### src/hdl/tdva_pkg.sv
// Shared types, widths and the decay rate ladder for the time decay value adjust block.
`timescale 1ns / 1ps

package tdva_pkg;

   localparam int AMT_W    = 54;
   localparam int DIST_W   = 31;
   localparam int WORD_W   = 32;
   localparam int PROD_W   = 2 * WORD_W;
   localparam int ACC_W    = PROD_W + 2;
   localparam int LADDER_LEN = 26;
   localparam int IDX_W    = $clog2(LADDER_LEN);
   localparam int MHI_W    = AMT_W - WORD_W;

   typedef enum logic [3:0] {
      ST_IDLE,
      ST_SCAN,
      ST_LP1,
      ST_LP2,
      ST_LP3,
      ST_LP4,
      ST_FP1,
      ST_FP2,
      ST_FP3,
      ST_FP4,
      ST_FP5
   } state_type;

   // Rate for a distance of 2^i as a 0.64 fraction: high word then low word.
   localparam logic [PROD_W-1:0] LADDER [LADDER_LEN] = '{
      64'hfffff000_00000000,
      64'hffffe000_01000000,
      64'hffffc000_05ffffc0,
      64'hffff8000_1bfffc80,
      64'hffff0000_77ffdd00,
      64'hfffe0001_effeca00,
      64'hfffc0007_dff5d409,
      64'hfff8001f_bfaca8a2,
      64'hfff0007f_7d5d5a6a,
      64'hffe001fe_eacb48a8,
      64'hffc007fd_55dfda2a,
      64'hff801ff6_ad5499cd,
      64'hff007fcd_67f98aad,
      64'hfe01fe9b_74f0943e,
      64'hfc07f540_767d2a82,
      64'hf81fab16_3dc15990,
      64'hf07d5f65_f9604ac9,
      64'he1eb5045_80b6ebf7,
      64'hc75f7b66_a5075def,
      64'h9b459576_663bbb3e,
      64'h5e2d55e7_48e27ab4,
      64'h22a5531d_29a95916,
      64'h04b054d7_fda49c4d,
      64'h0015fc1b_85085be9,
      64'h000001e3_54ca043c,
      64'h00000000_00039089
   };

endpackage

### src/hdl/tdva_mul.sv
// Shared 32x32 unsigned multiplier with a registered product.
`timescale 1ns / 1ps

module tdva_mul (
   input  logic                           clock,
   input  logic [tdva_pkg::WORD_W-1:0]    op_a,
   input  logic [tdva_pkg::WORD_W-1:0]    op_b,
   output logic [tdva_pkg::PROD_W-1:0]    prod
);
   import tdva_pkg::*;

   logic [PROD_W-1:0] prod_ff;

   always_ff @(posedge clock) begin
      prod_ff <= PROD_W'(op_a) * PROD_W'(op_b);
   end

   assign prod = prod_ff;

endmodule

### src/hdl/time_decay_value_adjust.sv
// Top level: sequencer and accumulator around one shared multiplier for value decay.
`timescale 1ns / 1ps

// Scales a signed 54-bit amount by (1 - 2^-20)^distance. A word is taken when
// start is high and busy is low; busy stays high until the result is out. The
// result appears on rsp_amount_out for exactly one cycle with rsp_valid high,
// and the receiver cannot stall it, so capture it when it comes. A distance of
// zero or of 2^26 and more finishes at once: the strobe comes in the cycle after
// the accept. Otherwise the sequencer walks all 26 ladder bits, one per cycle
// while in ST_SCAN; for each set bit after the lowest one it leaves the scan for
// ST_LP1 to ST_LP4 on the shared 32x32 multiplier, and it ends with ST_FP1 to
// ST_FP5 on the final rate-times-magnitude product, after which the strobe
// comes. A new word can be started in the cycle the strobe is shown.
module time_decay_value_adjust (
   input  logic                                clock,
   input  logic                                reset,
   input  logic                                start,
   output logic                                busy,
   input  logic signed [tdva_pkg::AMT_W-1:0]   req_amount_in,
   input  logic        [tdva_pkg::DIST_W-1:0]  req_block_distance,
   output logic                                rsp_valid,
   output logic signed [tdva_pkg::AMT_W-1:0]   rsp_amount_out
);
   import tdva_pkg::*;

   state_type               state_ff, state_in;
   logic [IDX_W-1:0]        idx_ff, idx_in;
   logic                    started_ff, started_in;
   logic [LADDER_LEN-1:0]   dist_ff, dist_in;
   logic [AMT_W-1:0]        mag_ff, mag_in;
   logic                    neg_ff, neg_in;
   logic [WORD_W-1:0]       rhi_ff, rhi_in;
   logic [WORD_W-1:0]       rlo_ff, rlo_in;
   logic [ACC_W-1:0]        acc_ff, acc_in;
   logic [AMT_W-1:0]        out_ff, out_in;
   logic                    valid_ff, valid_in;

   logic [WORD_W-1:0]       op_a, op_b;
   logic [PROD_W-1:0]       prod;
   logic [ACC_W-1:0]        acc_sum;
   logic [PROD_W-1:0]       entry;
   logic [WORD_W-1:0]       mhi, mlo;
   logic [AMT_W-1:0]        raw, raw_neg, res_mag;
   logic                    last_idx, bit_set;

   tdva_mul u_mul (
      .clock (clock),
      .op_a  (op_a),
      .op_b  (op_b),
      .prod  (prod)
   );

   // The ladder entry and the magnitude halves feed the multiplier operands.
   assign entry    = LADDER[idx_ff];
   assign mhi      = {{(WORD_W - MHI_W){1'b0}}, mag_ff[AMT_W-1:WORD_W]};
   assign mlo      = mag_ff[WORD_W-1:0];
   assign acc_sum  = acc_ff + {{(ACC_W - PROD_W){1'b0}}, prod};
   assign raw      = req_amount_in;
   assign raw_neg  = ~raw + {{(AMT_W - 1){1'b0}}, 1'b1};
   assign res_mag  = acc_sum[AMT_W-1:0];
   assign last_idx = (idx_ff == IDX_W'(LADDER_LEN - 1));
   assign bit_set  = dist_ff[idx_ff];

   // Next state.
   always_comb begin
      state_in = state_ff;
      unique case (state_ff)
         ST_IDLE: begin
            if (start) begin
               if ((req_block_distance == '0) ||
                   (req_block_distance[DIST_W-1:LADDER_LEN] != '0)) begin
                  state_in = ST_IDLE;
               end else begin
                  state_in = ST_SCAN;
               end
            end
         end
         ST_SCAN: begin
            if (bit_set && started_ff) begin
               state_in = ST_LP1;
            end else if (last_idx) begin
               state_in = ST_FP1;
            end
         end
         ST_LP1: state_in = ST_LP2;
         ST_LP2: state_in = ST_LP3;
         ST_LP3: state_in = ST_LP4;
         ST_LP4: state_in = last_idx ? ST_FP1 : ST_SCAN;
         ST_FP1: state_in = ST_FP2;
         ST_FP2: state_in = ST_FP3;
         ST_FP3: state_in = ST_FP4;
         ST_FP4: state_in = ST_FP5;
         ST_FP5: state_in = ST_IDLE;
         default: state_in = ST_IDLE;
      endcase
   end

   // Datapath and multiplier operand selection.
   always_comb begin
      idx_in     = idx_ff;
      started_in = started_ff;
      dist_in    = dist_ff;
      mag_in     = mag_ff;
      neg_in     = neg_ff;
      rhi_in     = rhi_ff;
      rlo_in     = rlo_ff;
      acc_in     = acc_ff;
      out_in     = out_ff;
      valid_in   = 1'b0;
      op_a       = rhi_ff;
      op_b       = mlo;
      unique case (state_ff)
         ST_IDLE: begin
            if (start) begin
               idx_in     = '0;
               started_in = 1'b0;
               dist_in    = req_block_distance[LADDER_LEN-1:0];
               neg_in     = raw[AMT_W-1];
               mag_in     = raw[AMT_W-1] ? raw_neg : raw;
               if (req_block_distance == '0) begin
                  out_in   = raw;
                  valid_in = 1'b1;
               end else if (req_block_distance[DIST_W-1:LADDER_LEN] != '0) begin
                  out_in   = '0;
                  valid_in = 1'b1;
               end
            end
         end
         ST_SCAN: begin
            if (bit_set && !started_ff) begin
               // Lowest set bit: copy the entry as the starting rate.
               started_in = 1'b1;
               rhi_in     = entry[PROD_W-1:WORD_W];
               rlo_in     = entry[WORD_W-1:0];
            end
            if (!(bit_set && started_ff) && !last_idx) begin
               idx_in = idx_ff + IDX_W'(1);
            end
         end
         ST_LP1: begin
            op_a = entry[WORD_W-1:0];
            op_b = rhi_ff;
         end
         ST_LP2: begin
            acc_in = {{(ACC_W - PROD_W){1'b0}}, prod};
            op_a   = entry[PROD_W-1:WORD_W];
            op_b   = rlo_ff;
         end
         ST_LP3: begin
            acc_in = acc_sum >> WORD_W;
            op_a   = entry[PROD_W-1:WORD_W];
            op_b   = rhi_ff;
         end
         ST_LP4: begin
            rlo_in = acc_sum[WORD_W-1:0];
            rhi_in = acc_sum[PROD_W-1:WORD_W];
            if (!last_idx) begin
               idx_in = idx_ff + IDX_W'(1);
            end
         end
         ST_FP1: begin
            op_a = rlo_ff;
            op_b = mlo;
         end
         ST_FP2: begin
            acc_in = {{(ACC_W - WORD_W){1'b0}}, prod[PROD_W-1:WORD_W]};
            op_a   = rlo_ff;
            op_b   = mhi;
         end
         ST_FP3: begin
            acc_in = acc_sum;
            op_a   = rhi_ff;
            op_b   = mlo;
         end
         ST_FP4: begin
            acc_in = acc_sum >> WORD_W;
            op_a   = rhi_ff;
            op_b   = mhi;
         end
         ST_FP5: begin
            // Put the sign back on the scaled magnitude.
            out_in   = neg_ff ? (~res_mag + {{(AMT_W - 1){1'b0}}, 1'b1}) : res_mag;
            valid_in = 1'b1;
         end
         default: begin
            valid_in = 1'b0;
         end
      endcase
   end

   // Control state resets; payload holds.
   always_ff @(posedge clock) begin
      if (reset) begin
         state_ff   <= ST_IDLE;
         valid_ff   <= 1'b0;
         started_ff <= 1'b0;
         idx_ff     <= '0;
      end else begin
         state_ff   <= state_in;
         valid_ff   <= valid_in;
         started_ff <= started_in;
         idx_ff     <= idx_in;
      end
   end

   always_ff @(posedge clock) begin
      dist_ff <= dist_in;
      mag_ff  <= mag_in;
      neg_ff  <= neg_in;
      rhi_ff  <= rhi_in;
      rlo_ff  <= rlo_in;
      acc_ff  <= acc_in;
      out_ff  <= out_in;
   end

   assign busy           = (state_ff != ST_IDLE);
   assign rsp_valid      = valid_ff;
   assign rsp_amount_out = out_ff;

endmodule
### config.mk
export PLATFORM = sky130hd
export DESIGN_NAME = time_decay_value_adjust
export DESIGN_NICKNAME = d
export VERILOG_FILES = /design/src/hdl/tdva_pkg.sv /design/src/hdl/tdva_mul.sv /design/src/hdl/time_decay_value_adjust.sv
export SDC_FILE = /design/constraint.sdc
export NUM_CORES = 2
export LEC_CHECK = 0
export BUFFER_PORTS_ARGS = -buffer_cell sky130_fd_sc_hd__buf_2
export CAP_MARGIN = 5
export CORE_MARGIN = 4
export CORE_UTILIZATION = 35
export CTS_CLUSTER_DIAMETER = 120
export DETAILED_ROUTE_END_ITERATION = 10
export GPL_ROUTABILITY_DRIVEN = 0
export SLEW_MARGIN = 20
export SYNTH_ARGS = -nofsm -noshare
export SYNTH_HDL_FRONTEND = slang
export SYNTH_SLANG_ARGS = --single-unit
### constraint.sdc
create_clock -name clock -period 25.6 [get_ports clock]
set_input_delay 2.56 -clock clock [delete_from_list [all_inputs] [get_ports clock]]
set_output_delay 2.56 -clock clock [all_outputs]
set_load 0.005 [all_outputs]
## Word-level counts from Yosys, hierarchy flattened

Memories as Yosys holds them, arrays and structs flattened.
Index checks and enable logic that the tools add are counted.

| cells by class | value |
|---|---|
| $add $sub $neg | 4 |
| multiply operators | 1 |
| $lt $le $gt $ge | 2 |
| equal/unequal tests | 17 |
| multiplexer cells | 34 |
| bitwise gates (word level) | 3 |
| reduce and logical (&&, ||, !) cells | 27 |

Operator list:

| operator | number |
|---|---|
| $pmux 66 s4 | 1 |
| $mux 54 | 4 |
| $pmux 32 s3 | 2 |
| $mux 64 | 2 |
| $pmux 32 s2 | 2 |
| $add 54x1->54 const B | 2 |
| $not 54->54 | 2 |
| $pmux 54 s2 | 1 |
| $add 66x64->66 | 1 |
| $mul 32x32->64 | 1 |
| $mux 32 | 2 |
| $mux 53 | 1 |
| $pmux 4 s10 | 1 |
| $logic_not 31->1 | 1 |
| $eq 4x3->1 const B | 4 |
| $mux 5 | 3 |
| $pmux 5 s3 | 1 |
| $eq 4x4->1 const B | 3 |
| $mux 4 | 3 |
| $reduce_or 2->1 | 5 |
| $eq 4x2->1 const B | 2 |
| $ne 2x2->1 const B | 4 |
| $reduce_bool 4->1 | 2 |
| $mux 1 | 7 |
| 20 further kinds | 31 |

| storage, ports and cells | value |
|---|---|
| register bits after elaboration | 340 |
| memory bits (read-only) | 2,048 |
| input port bits | 88 |
| output and inout port bits | 56 |
| word-level logic and storage cells | 102 |
| memories | 1 |

Memories:

| memory | depth | bits a word | rd ports | clocked after memory_dff | wr ports | line | text |
|---|---|---|---|---|---|---|---|
| (no name shown) | 32 | 64 | 1 | 0 | 0 | time_decay_value_adjust.sv:54 | `assign entry = LADDER[idx_ff];` |

## Longest topological paths before layout

| depth | value |
|---|---|
| depth after elaboration | 7 |
| depth in mapped cells | 43 |
| gate-level depth less buffers | 39 |

## Hierarchy

Synthesis repeated with hierarchy kept, for this count alone.

| unflattened totals | value |
|---|---|
| cell total of the unflattened synthesis | 6,307 |
| area total of the unflattened synthesis | 56,325.3 µm² |

Modules (own cells, without submodules):

| module | instances | cells an instance | area an instance (µm²) | sequential area each (µm²) |
|---|---|---|---|---|
| tdva_mul | 1 | 3,855 | 35,073.6 | 1,281.2 |
| time_decay_value_adjust | 1 | 2,452 | 21,251.6 | 8,177.8 |

## Worst setup path after synthesis

OpenSTA, ideal clock, no wires.

| timing | value |
|---|---|
| path type | reg2reg |
| from | register idx_ff[0] |
| to | register u_mul.prod_ff[62] (netlist: u_mul.prod[62]) |
| library setup time | 72 ps |
| arrival | 10,009 ps |
| data required time | 25,528 ps |
| path slack | 15,519 ps |
| stages on the path, launching flop included | 42 |
| path buffers | 5 |
| period minus slack after synthesis | 10,081 ps |
| path through | dfxtp_1 buf_1 clkinv_1 ha_1 clkbuf_1 nand2_1 and3_1 o21ai_0 o31ai_1 a222oi_1 nand2_1 o21a_1 clkbuf_1 clkbuf_1 nand2_1 fa_1 inv_1 fa_1 [6 not listed] fa_1 inv_1 fa_1 inv_1 ha_1 clkbuf_1 nand3_1 nor4_1 a221oi_1 o21ai_0 a2111oi_0 a211oi_1 a31o_2 nand4_1 nand4b_1 a21o_1 a311oi_1 xnor2_1 |

| on the way | value |
|---|---|
| cells in the longest elaborated chain, start to end | 6 |

RTL lines:

| item | line | text |
|---|---|---|
| from (decl) | time_decay_value_adjust.sv:27 | `logic [IDX_W-1:0] idx_ff, idx_in;` |
| from (signal assigned) | time_decay_value_adjust.sv:202 | `idx_ff <= idx_in;` |
| $not 5->6 (implied by the code) | time_decay_value_adjust.sv:54 |  |
| $mem_v2 32x64 | -- |  |
| $mux 64 (implied by the code) (2 in series) | time_decay_value_adjust.sv:54 |  |
| $pmux 32 s3 | time_decay_value_adjust.sv:112 | `unique case (state_ff)` |
| $mul 32x32->64 | tdva_mul.sv:15 | `prod_ff <= PROD_W'(op_a) * PROD_W'(op_b);` |
| to (signal assigned) | tdva_mul.sv:15 |  |
| to (decl) | tdva_mul.sv:12 | `logic [PROD_W-1:0] prod_ff;` |

No other way between the ends. The select of a mux whose other input is x is not followed.
A chain may end at the register's enable or synchronous reset.

## Final worst setup path

| timing | value |
|---|---|
| from | register state_ff[2] |
| to | register u_mul.prod_ff[62] (netlist: u_mul.prod[62]) |

| on the way | value |
|---|---|
| cells in the longest elaborated chain, start to end | 4 |
| elaborated cells on any way between the ends | 13 |
| classes of those cells | mul: 1; eq/ne: 6; mux: 2; reduce/logical: 4 |

RTL lines:

| item | line | text |
|---|---|---|
| from (decl) | time_decay_value_adjust.sv:26 | `state_type state_ff, state_in;` |
| from (signal assigned) | time_decay_value_adjust.sv:199 | `state_ff <= state_in;` |
| $eq 4x3->1, or another cell as far along | time_decay_value_adjust.sv:112 |  |
| $reduce_or 2->1 (no line) | -- |  |
| $pmux 32 s3 | time_decay_value_adjust.sv:112 |  |
| $mul 32x32->64 (*) | tdva_mul.sv:15 |  |

Mark *: on every way between the ends. The rest lies on a longest branch, timed or not.

==> run metrics <==
status=completed; Hold/Removal Path Class=reg -> reg; Final min period=12,170 ps; Vias/cell=5.68; Netlist cell types=84; Num Clock Sinks=340; TritonCTS clock tree=built; Max-slew headroom=13.2%; Post-Syn Area=54,100 sq um; CTS clk-pin slew, worst paths=60 ps; hold_buf cts=0; syn nets=7,515; Top FF cell, synth=edfxtp_1; Die Area=161,000 sq um; final worst slack=13,430 ps; Site Rows=144; worst path arrival time=12,630 ps; Post-Synth Adder-Cell Area=41.1%; final cycle utilization of the critical path=47.5%; fmax=0.0822 GHz; Post-Synthesis Cells=6,186; Layout Skew=25.8 ps; Detailed Place HPWL=163,000 microns; maxcap violations=0; Setup Fix Bufs, Post-CTS=0; cell mode on critical path=fa_1; slowest library cell on the worst path=a211oi_1; max incr delay on CP=800 ps; hold path endpoint=started_ff; Hold Crit Depth=2; syn avg cell area=8.75 sq um; layout cells sized above 1=7.18%; drt wl/cell=25.2 microns; deepest clock path buffer count=3; routed vias=46,800; Area Overhead vs Synth=8.61%; Async SR Flop Fraction=0%; final antenna-violating net count=0; post-layout util=38.2%; Post-synth EDFFs=265; Tot GR Track Use=25.2%; Worst R2R Setup Slack=13,430 ps; Port Buffers=143; register area share after synthesis=17.5%; Routed WL=208,000 microns; post-synthesis xor/xnor area fraction=3.45%; Reg-to-Reg Start=state_ff[2]; drt first-iter violations=5,642; nets=7,488; commonest cells after routing, fill and taps aside=946 x inv_1, 897 x fa_1, 858 x nand2_1; post-CTS sizing=0; post-synthesis register bit count=340; CP endpoint kind=flop; commonest non-fill, non-tap cell in the layout=inv_1; simple-gate portion of the synthesized area=15.7%; DRC violations left=0; Clock Latency Late Sink=600 ps; worst reg2reg path depth=33; crit-path max FO=58; TritonCTS Buffers=43; critical hold path startpoint=started_ff; final hold vios=0; worst path required time=26,060 ps; complex-gate fraction of the synthesized area=12.6%; Ys Warns=0; RSZ-0062 raised after global routing=no; largest family of logic cells by synthesized area=adder cells; initial antenna violation count=13; H-tree depth=2; r2r endpoint=u_mul.prod[62]; crit start category=flop; grt ovf=0; pre-CTS WS=13,700 ps; first-pass GRT wire length=307,000 microns; Initial Utilization=35.2%; root buffer cell=clkbuf_16; Worst Max-Slew Pin Slew=1290 ps; drt first pass iters=8; setup TNS=0 ps; mux contribution to synthesized area=0.610%; Die Ht=401 microns; vias in the first global route=47,000; largest net degree at the start of global routing=82; total core area=154,000 sq um; I/O Pins=144; # setup viols final=0; Worst Setup Path Type=reg -> reg; Fill cells=15,600; die width=401 microns; final count of pins violating max slew=0; hold slack=502 ps
## Yosys cell counts, types with 29 or more instances
cell | n | share of area, %
edfxtp_1 | 265 | 15
xor2_1 | 69 | 1.1
o211ai_1 | 34 | 0.47
a21o_1 | 71 | 0.98
o21ai_0 | 281 | 2.6
ha_1 | 344 | 7.9
dfxtp_1 | 75 | 2.8
nand3_1 | 75 | 0.69
nor2b_1 | 31 | 0.36
o21a_1 | 58 | 0.80
a221oi_1 | 40 | 0.65
nand4_1 | 35 | 0.40
nor3_1 | 43 | 0.40
buf_1 | 34 | 0.24
o31ai_1 | 42 | 0.58
inv_1 | 947 | 6.6
a222oi_1 | 29 | 0.54
fa_1 | 897 | 33
and2_1 | 45 | 0.52
a211oi_1 | 29 | 0.40
a21oi_1 | 258 | 2.4
nand2_1 | 863 | 6.0
xnor2_1 | 144 | 2.3
clkbuf_1 | 314 | 2.2
nand2b_1 | 39 | 0.45
nor2_1 | 749 | 5.2
## flip-flops by register name, indices dropped and copies added (netlist names), 5 cells and up
register,flops
acc_ff,66
u_mul.prod,64
mag_ff,54
rsp_amount_out,54
rhi_ff,32
rlo_ff,32
dist_ff,26
idx_ff,5
## metrics by stage
stage / area [sq um] / instances
CTS: 58800 / 8238
finish: 58800 / 8248
detailed placement: 57400 / 8158
floorplan: 54100 / 6186
global route: 58800 / 8241
global placement: 57400 / 8158
## worst max-delay path by stage
stage,endpoint,from,cells past startpoint,slack (ps)
2_1_floorplan,u_mul.prod[62],idx_ff[0],41,15520
3_3_place_gp,u_mul.prod[62],state_ff[2],35,13840
3_5_place_dp,u_mul.prod[62],state_ff[2],35,13700
4_1_cts,u_mul.prod[62],state_ff[2],35,13600
5_1_grt,u_mul.prod[62],state_ff[2],33,12920
6_report,u_mul.prod[62],state_ff[2],33,13430
## metal layers
metal  global-route usage [%]  share of wire [%]  vias up
met5                        0              0.024        -
met4                     13.5                6.7        8
met2                     38.3                 43     2817
met1                     32.7                 38    23400
li1                         -                  -    19900
met3                     7.03                 12      617
## logic make-up after synthesis
kind of cell             count (synthesis)
buffers and inverters                 1303
multiplexers                            26
adder cells (fa/ha/maj)               1241
AND/OR/NAND/NOR                       2004
AO/OA/AOI/OAI                         1059
XOR/XNOR                               213
flip-flops                             340
## final cells by class
cell class	instances	area [sq um]	share of cell area [%]
multi-input cells	4543	40000	68.1
flip-flops and latches	340	9460	16.1
inverters	950	3570	6.07
well taps	2044	2560	4.35
repair buffers	281	1750	2.98
clock buffers	54	1150	1.95
clock inverters	26	264	0.449
diodes	10	25.0	0.0426
## worst max-delay path: cells and delay by family, from the launching register on
family,cells,cell delay (ps)
fa+ha+maj,9,4490
compound gates,10,2790
simple gates,7,2080
buf+inv,6,1820
flops,1,610
xor+xnor,1,150
Power is left out: the tool's default activity adds up to more than one toggle a clock period on the data nets, which glitch-free logic cannot reach.
